## src/rtl/pfla_ram.sv

```systemverilog
`timescale 1ns / 1ps
// ============================================================================
// pfla_ram
// Generic simple dual-port RAM: one write port, one read port with a
// registered read.
// ============================================================================
module pfla_ram #(
    parameter int WIDTH = 8,
    parameter int DEPTH = 16
) (
    input  logic                     clk,
    input  logic                     we,
    input  logic [$clog2(DEPTH)-1:0] waddr,
    input  logic [WIDTH-1:0]         wdata,
    input  logic [$clog2(DEPTH)-1:0] raddr,
    output logic [WIDTH-1:0]         rdata
);

    logic [WIDTH-1:0] mem [DEPTH];
    logic [WIDTH-1:0] rdata_reg;

    // Write port
    always_ff @(posedge clk)
    begin
        if (we)
        begin
            mem[waddr] <= wdata;
        end
    end

    // Registered read port
    always_ff @(posedge clk)
    begin
        rdata_reg <= mem[raddr];
    end

    assign rdata = rdata_reg;

endmodule

```

## config.mk

```make
export PLATFORM = sky130hd
export DESIGN_NAME = pfla_ram
export DESIGN_NICKNAME = d
export VERILOG_FILES = /design/src/rtl/pfla_ram.sv
export SDC_FILE = /design/constraint.sdc
export NUM_CORES = 1
export LEC_CHECK = 0
export BUFFER_PORTS_ARGS = -buffer_cell sky130_fd_sc_hd__clkbuf_2
export CAP_MARGIN = 20
export CELL_PAD_IN_SITES_DETAIL_PLACEMENT = 1
export CELL_PAD_IN_SITES_GLOBAL_PLACEMENT = 1
export CORE_MARGIN = 2
export CORE_UTILIZATION = 45
export DETAILED_ROUTE_END_ITERATION = 8
export PLACE_DENSITY_LB_ADDON = 0.1
export SETUP_SLACK_MARGIN = 0.2
export SLEW_MARGIN = 15
export SYNTH_ARGS = -nofsm -noshare
export SYNTH_HDL_FRONTEND = slang
export SYNTH_SLANG_ARGS = --single-unit
```

## constraint.sdc

```tcl
create_clock -name clk -period 5.05 [get_ports clk]
set_input_delay 0.7575 -clock clk [delete_from_list [all_inputs] [get_ports clk]]
set_output_delay 0.7575 -clock clk [all_outputs]
set_load 0.01 [all_outputs]
```

Word level (Yosys, flattened, before mapping)
Memories as Yosys holds them, arrays and structs flattened. A register that Yosys moved wholly into a read port is not among the register bits.
Cells that the tools add are included.
{"block": "op_classes", "n_mux": 2}
{"operator": "2-to-1 mux 1 bit", "n": 2}
{"block": "totals", "regBits": 0, "ramBits": 128, "inputBits": 18, "elab_cells": 3, "n_memories": 1}
{"memory": "mem", "depth": 16, "word_bits": 8, "rd": 1, "rd_clocked_by_memory_dff": 1, "wr": 1, "line_no": "19", "source": "logic [WIDTH-1:0] mem [DEPTH];"}

Longest topological paths before layout
{"block": "depth", "depth_word": 2, "ltp_mapped": 5}

Worst setup path before layout
No wires, ideal clock.
{"block": "synth_timing", "kind": "input to register", "start": "input port waddr[2]", "end": "memory mem[0][0] (enable)", "setup_time_ns": 0.383, "arrival_ns": 1.867, "t_required_ns": 4.667, "path_slack_ns": 2.800, "stages": 2, "n_path_buf": 0, "path_cell_list": "or3b_2 > nor3_1"}
{"item": "start, declared", "line_no": "13", "source": "input logic [$clog2(DEPTH)-1:0] waddr,"}
{"item": "end, declared", "line_no": "19"}
No word-level cell before the write port.

==> run metrics <==
Post-CTS Hold Buffers 0; DRC viols 0; clock sink total 136; Ys Warns 0; post-route antenna net violation count 0; register area share after synthesis 0.778; 1st-iter DRT viols ~130; CP Max Fanout 25; Cell variety after synth 19; Max VDD drop around 0.23 mV; commonest non-fill, non-tap cell in the layout edfxtp_1; grt met2 use 0.271; layout cells sized above 1 0.268; Rel. slew slack 0.326; MaxCap Viol Count 0; Skew-Pair Late Insertion Delay roughly 0.40 ns; root buffer cell clkbuf_16; H-Tree Depth 4; Gate Count Post-Synth between 200 and 250; Synth-to-Final Area Change 15.3%; vias in the first global route around 2500; status completed; first-pass GRT wire length between 15000 and 20000 um; ANT cells 0; routed vias/inst 5.67; Worst Tran Pin Value approximately 1 ns; GPL Wtd Cong approximately 0.74; Crit. End Element flip-flop; Post-Synthesis Mean Instance Area 22.5 um2; met3 Track Usage GR 0.0470; die footprint ~0.012 mm2; final hold vios 0; core area around 0.011 mm2; Layout Skew roughly 0.0081 ns; syn_nets around 250; required time worst endpoint between 5 and 6 ns; final WL 10300 um; setup slack, reg-to-reg between 3 and 4 ns; Vias approximately 2400; Wirelength per Cell between 20 and 25 um; DR pass1 iterations 4; synthesized area 0.00515 mm2; max frequency roughly 0.43 GHz; fin crit period between 2 and 2.5 ns; most frequent cells in the layout edfxtp_1, clkbuf_2, mux4_2; Pwr Density 419 mW/mm2; WP data arrival between 2 and 3 ns; initial antenna violation count 0; Final Cycle Share 0.465; CP Launch Type input port; GR Overflow Total 0; Ports 26; Post-Route Hold Slack 0.672 ns; Total Neg Setup Slack 0 ns; met1 Track Usage GR 0.239; TritonCTS clock tree yes; post-detail-place hpwl around 6600 um; Total GRT Usage 0.177; port bufs 25; Nets around 290; synth top area cells edfxtp_1, mux4_2, mux4_1; post-CTS resize count 0; area leader, netlist edfxtp_1; max reg flops 128; Die Ht roughly 110 um; Most Crowded Layer GR met2; cts bufs inserted 17; Setup Buffers After CTS 0; Initial Util 0.457; DIE WIDTH ~110 um; # setup viols final 0; Worst-path clk slew about 0.050 ns; RSZ-0062 raised after global routing false; Setup CP Type in -> reg; min-delay worst type reg -> reg; number of synthesized register bits approximately 140; Final Max Slew Viols 0; std cell rows 39; clk buf depth 2; leakage power about 2.0 nW; Yosys top cell area share 0.747; largest net degree at the start of global routing 33
[cell usage after synthesis]
cell / count
a22oi_1: 16
and2_1: 1
and2b_1: 1
buf_2: 3
buf_4: 1
buf_6: 3
clkdlybuf4s25_2: 3
dfxtp_1: 8
edfxtp_1: 128
mux4_1: 14
mux4_2: 18
nand2_1: 9
nand2b_1: 2
nand3_1: 1
nand3b_1: 2
nor2_1: 13
nor2b_1: 1
nor3_1: 4
or3b_2: 1
[cell type report]
cell class | count | area, um2
clock buffers | 28 | 517
repair buffers | 29 | 155
flip-flops and latches | 136 | 4000
well taps | 143 | 179
fillers | 1000 | 5340
clock inverters | 4 | 20.0
multi-input cells | 83 | 1060
[metal layers]
layer / wire length (um) / share of wire / vias to the layer above
met1: 4550 / 0.44 / 1252
met3: 499 / 0.048 / 19
met5: 0 / 0 / -
met4: 254 / 0.025 / 0
li1: - / - / 1046
met2: 4990 / 0.48 / 80
[through the flow]
step | setup slack (ns) | instances | utilization | cell area [um2] | power (mW)
2_1_floorplan | 2.80 | 229 | - | 5150 | 1.36
3_3_place_gp | 2.25 | 391 | 0.479 | 5400 | 1.41
3_5_place_dp | 2.22 | 391 | 0.479 | 5400 | 1.41
4_1_cts | 2.65 | 423 | 0.527 | 5940 | 2.51
5_1_grt | 2.51 | 423 | 0.527 | 5940 | 2.56
6_report | 2.70 | 423 | 0.527 | 5940 | 2.49
[kinds of logic (layout without fill, tap and decap cells)]
group / count (synthesis) / in the layout / synth area share
AO/OA/AOI/OAI: 16 / 16 / 0.0233
AND/OR/NAND/NOR: 35 / 35 / 0.0318
buffers and inverters: 10 / 61 / 0.0168
flip-flops: 136 / 136 / 0.778
multiplexers: 32 / 32 / 0.150
[worst max-delay path: stages]
cell and delay [ns]:
clkbuf_2 0.68, buf_4 0.34, mux4_1 0.56, a22oi_1 0.21, nand2_1 0.07
[worst paths after layout]
| kind | from | to | cells after the start |
|---|---|---|---|
| worst min-delay path | mem[11][1]$_DFFE_PP_ | rdata[1]$_DFF_P_ | 3 |
| worst max-delay path | raddr[0] | rdata[2]$_DFF_P_ | 5 |
| worst max register to register | mem[10][5]$_DFFE_PP_ | rdata[5]$_DFF_P_ | 3 |
| worst min register to register | mem[11][1]$_DFFE_PP_ | rdata[1]$_DFF_P_ | 3 |
[where the power goes]
| group | switching [mW] | internal, mW |
|---|---|---|
| Sequential | 0.00937 | 1.26 |
| Clock | 0.412 | 0.690 |
| Combinational | 0.0672 | 0.0457 |
| Total | 0.489 | 2.00 |
Note: power is estimated with default switching activity, not from simulation.
