===== config.mk =====
export PLATFORM = sky130hd
export DESIGN_NAME = pfla_out_buf_flat
export DESIGN_NICKNAME = d
export VERILOG_FILES = /design/src/rtl/pfla_pkg.sv /design/src/rtl/pfla_if.sv /design/src/rtl/pfla_out_buf.sv /design/src/flat_wrapper.sv
export SDC_FILE = /design/constraint.sdc
export NUM_CORES = 1
export LEC_CHECK = 0
export CAP_MARGIN = 15
export CORE_MARGIN = 5
export CORE_UTILIZATION = 40
export CTS_CLUSTER_DIAMETER = 30
export CTS_CLUSTER_SIZE = 8
export DETAILED_ROUTE_END_ITERATION = 10
export DONT_BUFFER_PORTS = 1
export PLACE_DENSITY_LB_ADDON = 0.12
export REMOVE_ABC_BUFFERS = 1
export SLEW_MARGIN = 40
export SYNTH_ARGS = -nofsm -noshare
export SYNTH_HDL_FRONTEND = slang
export SYNTH_SLANG_ARGS = --single-unit

===== constraint.sdc =====
create_clock -name clk -period 1.53 [get_ports clk]
set_input_delay 0.306 -clock clk [delete_from_list [all_inputs] [get_ports clk]]
set_output_delay 0.306 -clock clk [all_outputs]
set_load 0.1 [all_outputs]

===== src/rtl/pfla_pkg.sv =====
`timescale 1ns / 1ps
// ============================================================================
// pfla_pkg
// Shared widths, pool sizes, operation and status codes for the page
// free-list allocator.
// ============================================================================
package pfla_pkg;

    // Pool sizing
    localparam int MAX_PAGES     = 1024;
    localparam int INITIAL_PAGES = 16;

    // Field widths
    localparam int PAGE_W = 10;
    localparam int CNT_W  = 11;

    // Operation codes
    localparam logic KIND_ALLOC = 1'b0;
    localparam logic KIND_FREE  = 1'b1;

    // Result status codes
    typedef enum logic [1:0] {
        STATUS_OK    = 2'd0,
        STATUS_RANGE = 2'd1,
        STATUS_FULL  = 2'd2
    } status_t;

    // One result item
    typedef struct packed {
        logic [PAGE_W-1:0] page_out;
        status_t           status;
    } result_t;

endpackage


===== src/rtl/pfla_if.sv =====


interface pfla_rsp_if;
    logic                         valid;
    logic                         ready;
    logic [pfla_pkg::PAGE_W-1:0]  page_out;
    logic [1:0]                   status;

    modport source (output valid, output page_out, output status, input ready);
    modport sink   (input valid, input page_out, input status, output ready);
endinterface


===== src/rtl/pfla_out_buf.sv =====
`timescale 1ns / 1ps
// ============================================================================
// pfla_out_buf
// Two-deep result buffer: an output register plus a skid register, so the
// controller can take a new request while a result waits for the receiver.
// ============================================================================
module pfla_out_buf (
    input  logic              clk,
    input  logic              rst_n,
    input  logic              push,
    input  pfla_pkg::result_t push_data,
    output logic              space,
    pfla_rsp_if.source        rsp
);

    logic              out_valid_reg, out_valid_next;
    logic              skid_valid_reg, skid_valid_next;
    pfla_pkg::result_t out_data_reg, out_data_next;
    pfla_pkg::result_t skid_data_reg, skid_data_next;
    logic              pop;

    assign pop   = out_valid_reg && rsp.ready;
    assign space = !skid_valid_reg;

    // Slot management
    always_comb
    begin
        out_valid_next  = out_valid_reg;
        skid_valid_next = skid_valid_reg;
        out_data_next   = out_data_reg;
        skid_data_next  = skid_data_reg;
        if (pop)
        begin
            out_valid_next = skid_valid_reg;
            out_data_next  = skid_data_reg;
            skid_valid_next = 1'b0;
        end
        if (push)
        begin
            if (!out_valid_next)
            begin
                out_valid_next = 1'b1;
                out_data_next  = push_data;
            end
            else
            begin
                skid_valid_next = 1'b1;
                skid_data_next  = push_data;
            end
        end
    end

    always_ff @(posedge clk or negedge rst_n)
    begin
        if (!rst_n)
        begin
            out_valid_reg  <= 1'b0;
            skid_valid_reg <= 1'b0;
        end
        else
        begin
            out_valid_reg  <= out_valid_next;
            skid_valid_reg <= skid_valid_next;
        end
    end

    always_ff @(posedge clk)
    begin
        out_data_reg  <= out_data_next;
        skid_data_reg <= skid_data_next;
    end

    assign rsp.valid    = out_valid_reg;
    assign rsp.page_out = out_data_reg.page_out;
    assign rsp.status   = out_data_reg.status;

    // Checks
    a_skid_behind_out: assert property (@(posedge clk) disable iff (!rst_n)
        skid_valid_reg |-> out_valid_reg)
        else $error("skid slot holds a result while output slot is empty");

    a_no_overflow: assert property (@(posedge clk) disable iff (!rst_n)
        push |-> !skid_valid_reg)
        else $error("result pushed into a full buffer");

    a_skid_moves_up: assert property (@(posedge clk) disable iff (!rst_n)
        (pop && skid_valid_reg) |=> out_valid_reg)
        else $error("skid result lost on output transfer");

endmodule

===== src/flat_wrapper.sv =====
// flat-port wrapper written by rule: the top's interface ports become plain ports
module pfla_out_buf_flat 
  (clk, rst_n, push, push_data, space, rsp_valid, rsp_page_out, rsp_status, rsp_ready);
  pfla_rsp_if rsp_i ();
  input  logic clk;
  input  logic rst_n;
  input  logic push;
  input  pfla_pkg::result_t push_data;
  output logic space;
  output wire logic [$bits(rsp_i.valid)-1:0] rsp_valid;
  output wire logic [$bits(rsp_i.page_out)-1:0] rsp_page_out;
  output wire logic [$bits(rsp_i.status)-1:0] rsp_status;
  input wire logic [$bits(rsp_i.ready)-1:0] rsp_ready;
  assign rsp_valid = rsp_i.valid;
  assign rsp_page_out = rsp_i.page_out;
  assign rsp_status = rsp_i.status;
  assign rsp_i.ready = rsp_ready;
  pfla_out_buf u_core (.clk(clk), .rst_n(rst_n), .push(push), .push_data(push_data), .space(space), .rsp(rsp_i));
endmodule

=== Word level (Yosys, flattened, before mapping) ===
Cells that the tools add are included.

* Input bits: 16
* Output and inout bits: 14
* Flip-flop bits (word level): 26
* Word-level logic and storage cells: 17
* Bits in read-only memories: 0
* RAM bits: 0
* Bits in latches: 0
* Memories kept: 0

* Bitwise operators: 0
* Reduce and logical (&&, ||, !) cells: 3
* Magnitude comparators: 0
* $mul: 0
* Add/subtract/negate cells: 0
* Mux-type cells: 8
* Shift-type cells: 0
* Div/mod/pow operators: 0
* Eq/ne operators: 0

{| class="wikitable"
|+ Operators by type and width
! kind !! number
|-
| 12-bit two-way mux || 3
|-
| 1-bit two-way mux || 5
|-
| 2-bit AND reduction || 1
|-
| 1-bit logical AND || 1
|-
| 1-bit logical NOT || 1
|}

=== Depth between registers and ports, before layout ===
* Depth in word-level cells: 4
* Depth in mapped cells: 4
* Mapped depth without buffers: 3

=== Worst setup path after synthesis ===
OpenSTA, ideal clock, no wires.

* Path kind: flip-flop to flip-flop
* Start: register u_core.out_valid_reg, in the netlist u_core.rsp.valid
* End: register u_core.skid_data_reg[0] (netlist name), enable pin
* Stages on the path, launching flop included: 3
* Setup time: 0.380 ns
* Period minus slack after synthesis: 2.060 ns
* Buffers on the path: 0
* Required time: 1.150 ns
* Arrival time: 1.680 ns
* Slack: -0.530 ns
* Path through: dfrtp_1 > nand2_1 > nor2_1

* Cells in the longest elaborated chain, start to end: 3

{| class="wikitable"
|+ Ends and longest elaborated chain
! what !! line !! RTL
|-
| start: declaration || pfla_out_buf.sv:16 || <nowiki>logic out_valid_reg, out_valid_next;</nowiki>
|-
| start signal: assignment || pfla_out_buf.sv:62 || <nowiki>out_valid_reg <= out_valid_next;</nowiki>
|-
| 1-bit logical AND || pfla_out_buf.sv:22 || <nowiki>assign pop = out_valid_reg && rsp.ready;</nowiki>
|-
| 1-bit two-way mux * || pfla_out_buf.sv:32 || <nowiki>if (pop)</nowiki>
|-
| 2-bit AND reduction (no line) * || -- ||
|-
| end signal: assignment || pfla_out_buf.sv:70 || <nowiki>skid_data_reg <= skid_data_next;</nowiki>
|-
| end: declaration || pfla_out_buf.sv:19 || <nowiki>pfla_pkg::result_t skid_data_reg, skid_data_next;</nowiki>
|}

Every way passes the cells marked *; elsewhere a longest branch is shown, timed or not.
A chain may end at the register's enable or synchronous reset.

=== Worst setup path after layout ===
* Start: register u_core.skid_valid_reg
* End: output space

* Cells in the longest elaborated chain, start to end: 1

{| class="wikitable"
|+ Ends and longest elaborated chain
! what !! line !! RTL
|-
| start: declaration || pfla_out_buf.sv:17 || <nowiki>logic skid_valid_reg, skid_valid_next;</nowiki>
|-
| start signal: assignment || pfla_out_buf.sv:63 || <nowiki>skid_valid_reg <= skid_valid_next;</nowiki>
|-
| 1-bit logical NOT || pfla_out_buf.sv:23 || <nowiki>assign space = !skid_valid_reg;</nowiki>
|-
| end: declaration || flat_wrapper.sv:9 || <nowiki>output logic space;</nowiki>
|}

Every way passes these cells.

==> summary.md <==
| Metric | Value |
|---|---|
| P&R area growth vs syn | 34.3% |
| Area of the multi-input gates | 388 um^2 |
| Skew-Pair Late Insertion Delay | 0.31 ns |
| CTS buffer count | 3 |
| Antenna cell count | 0 |
| Final Hold Fails | 0 |
| Total Routing Usage GR | 11.1% |
| CP bufs+invs | 3 |
| Crit share post-route | 93.1% |
| H-tree levels | 1 |
| Commonest non-fill, non-tap cells in the layout | mux2_4, dfxtp_1, edfxtp_1 |
| Via total after detailed routing | 561 |
| Critical path required time | 1.22 ns |
| Avg Inst Size Synth | 16.9 um^2 |
| VDD IR max | 987 uV |
| Residual DRC | 0 |
| FF/Latch Area | 651 um^2 |
| Worst Clk Skew | 0.00476 ns |
| Worst-path fanout max | 2 |
| Cells after Synth | 63 |
| Slowest cell on the critical path | dfrtp_1 |
| Routed len/inst | 16.1 um |
| Sequential area share after synthesis | 61.0% |
| Fmax | 702 MHz |
| Clock transition at path regs | 0.14 ns |
| GP Congestion | 0.730 |
| Total power | 2.53 mW |
| Worst Hold Class | in2reg |
| Ys Warns | 0 |
| 1st-pass router iterations | 3 |
| Die height | 61.7 um |
| RSZ-0062 raised after global routing | no |
| Final Critical Period | 1.42 ns |
| Critical Path Sink Type | primary output |
| Synthesized area | 1070 um^2 |
| Arr. time, crit path | 1.12 ns |
| Final Setup Violations | 0 |
| Cell variety after synth | 14 |
| Design area | 1430 um^2 |
| Violation count after the first detailed-route iteration | 7 |
| Rel. slew slack | 74.3% |
| Worst setup path class | reg2out |
| CTS tree | built |
| HPWL after DPL | 1.36 mm |
| Number of post-CTS setup repair buffers | 0 |
| Vias/cell | 4.88 |
| Initial Util | 42.3% |
| Congestion Overflow GR | 0 |
| Yosys reg bits | 26 |
| Post-route ant nets | 0 |
| Die ar. | 3800 um^2 |
| Status | completed |
| Startpoint Class | flip-flop |
| Clock buffer depth | 2 |
| Crit-path cells | buf_4 > inv_1 > buf_6 |
| Clk sinks | 26 |
| Largest net degree at the start of global routing | 16 |
| Worst Tran Pin Value | 0.385 ns |
| Pwr Density | 1760 nW/um^2 |
| Core box area | 2520 um^2 |
| Crit path largest cell delay | 0.40 ns |
| Filler instances | 216 |
| # IOs | 30 |
| Vias in the first global route | 641 |
| # Max-Cap Violations | 0 |
| Most common cell after layout, fill and taps aside | mux2_4 |
| Max reg flops | 12 |
| Final wirelength | 1.85 mm |
| Slew Limit Fails | 0 |
| Root Driver | clkbuf_4 |
| Nets | 102 |
| Ratio of cells with drive above 1 in the final layout | 57.6% |
| Row cnt | 18 |
| Placed inst area | 1360 um^2 |
| First-pass GRT wire length | 3.00 mm |
| Initial antenna violation count | 0 |
| CP delay by family, top | buffers and inverters |
| LEAKAGE | 0.631 nW |
| Port bufs | 0 |
| Chip width | 61.7 um |
## what timing repair did
action,CTS,global route
hold buffers,1,0
endpoints found under the hold margin,2,0
resized for setup,1,2
endpoints found under the setup margin,4,8
## metrics by stage
stage | setup slack [ns] | utilization, % | setup TNS, ns | hold WS (ns) | cells
CTS | 0.0355 | 56.5 | 0 | 0.0582 | 115
global route | 0.0334 | 56.8 | 0 | 0.0452 | 115
finish | 0.106 | 56.8 | 0 | 0.0725 | 115
global placement | 0.00973 | 54.0 | 0 | 0.0105 | 110
floorplan | -0.588 | - | -13.63 | 0.0104 | 61
detailed placement | -0.0304 | 54.0 | -0.0840 | 0.0105 | 110
## cells in the mapped netlist
cell type | count | share of area [%]
nand2_2 | 1 | 0.59
a21oi_1 | 2 | 0.94
edfxtp_1 | 12 | 34
nand2b_1 | 1 | 0.59
or2b_1 | 1 | 0.70
inv_1 | 2 | 0.70
mux2_4 | 18 | 25
mux2_2 | 6 | 6.3
nand2_1 | 2 | 0.70
nor2_1 | 1 | 0.35
a21o_1 | 1 | 0.70
buf_6 | 2 | 2.1
dfrtp_1 | 2 | 4.7
dfxtp_1 | 12 | 23
## routing by layer
| layer | wire length (um) | GRT usage, % | vias up |
|---|---|---|---|
| met4 | 15 | 4.55 | 0 |
| met5 | 0 | 0 | - |
| li1 | - | - | 270 |
| met2 | 964 | 20.3 | 15 |
| met1 | 712 | 11.3 | 274 |
| met3 | 157 | 3.77 | 2 |
## final timing paths
| path | slack [ns] | endpoint | cells past startpoint | from |
|---|---|---|---|---|
| setup / recovery | 0.11 | space | 3 | u_core.skid_valid_reg |
| min in group asynchronous | 0.20 | u_core.rsp.valid | 1 | rst_n |
| setup reg to reg | 0.13 | u_core.skid_data_reg[9] | 4 | u_core.rsp.valid |
| hold / removal | 0.07 | u_core.skid_data_reg[6] | 0 | push_data[6] |
| max in group asynchronous | 1.21 | u_core.skid_valid_reg | 1 | rst_n |
| hold reg to reg | 0.62 | u_core.rsp.status[1] | 2 | u_core.skid_data_reg[1] |
## cell type report
| class | instances | share of cell area (%) |
|---|---|---|
| repair buffers | 20 | 20.8 |
| clock inverters | 1 | 2.09 |
| flip-flops and latches | 26 | 45.4 |
| inverters | 2 | 0.524 |
| well taps | 30 | 2.62 |
| multi-input cells | 33 | 27.1 |
| clock buffers | 3 | 1.57 |
## report_power, final
| group | switching [mW] | internal [mW] |
|---|---|---|
| clock | 0.200 | 0.265 |
| combinational | 0.688 | 0.458 |
| sequential | 0.0802 | 0.834 |
## worst reg2reg max path, stage by stage (launching register included)
cell     delay, ns
dfrtp_1       0.43
buf_6         0.25
nand2_1       0.11
nor2_1        0.15
buf_4         0.19
## logic make-up (layout without fill, tap and decap cells)
| kind of cell | Yosys count | after routing | synth area share [%] |
|---|---|---|---|
| buf+inv | 4 | 26 | 2.81 |
| mux | 24 | 24 | 31.7 |
| flops | 26 | 26 | 61.0 |
| compound gates | 3 | 3 | 1.64 |
| simple gates | 6 | 6 | 2.93 |
(Power assumes the default switching activity.)
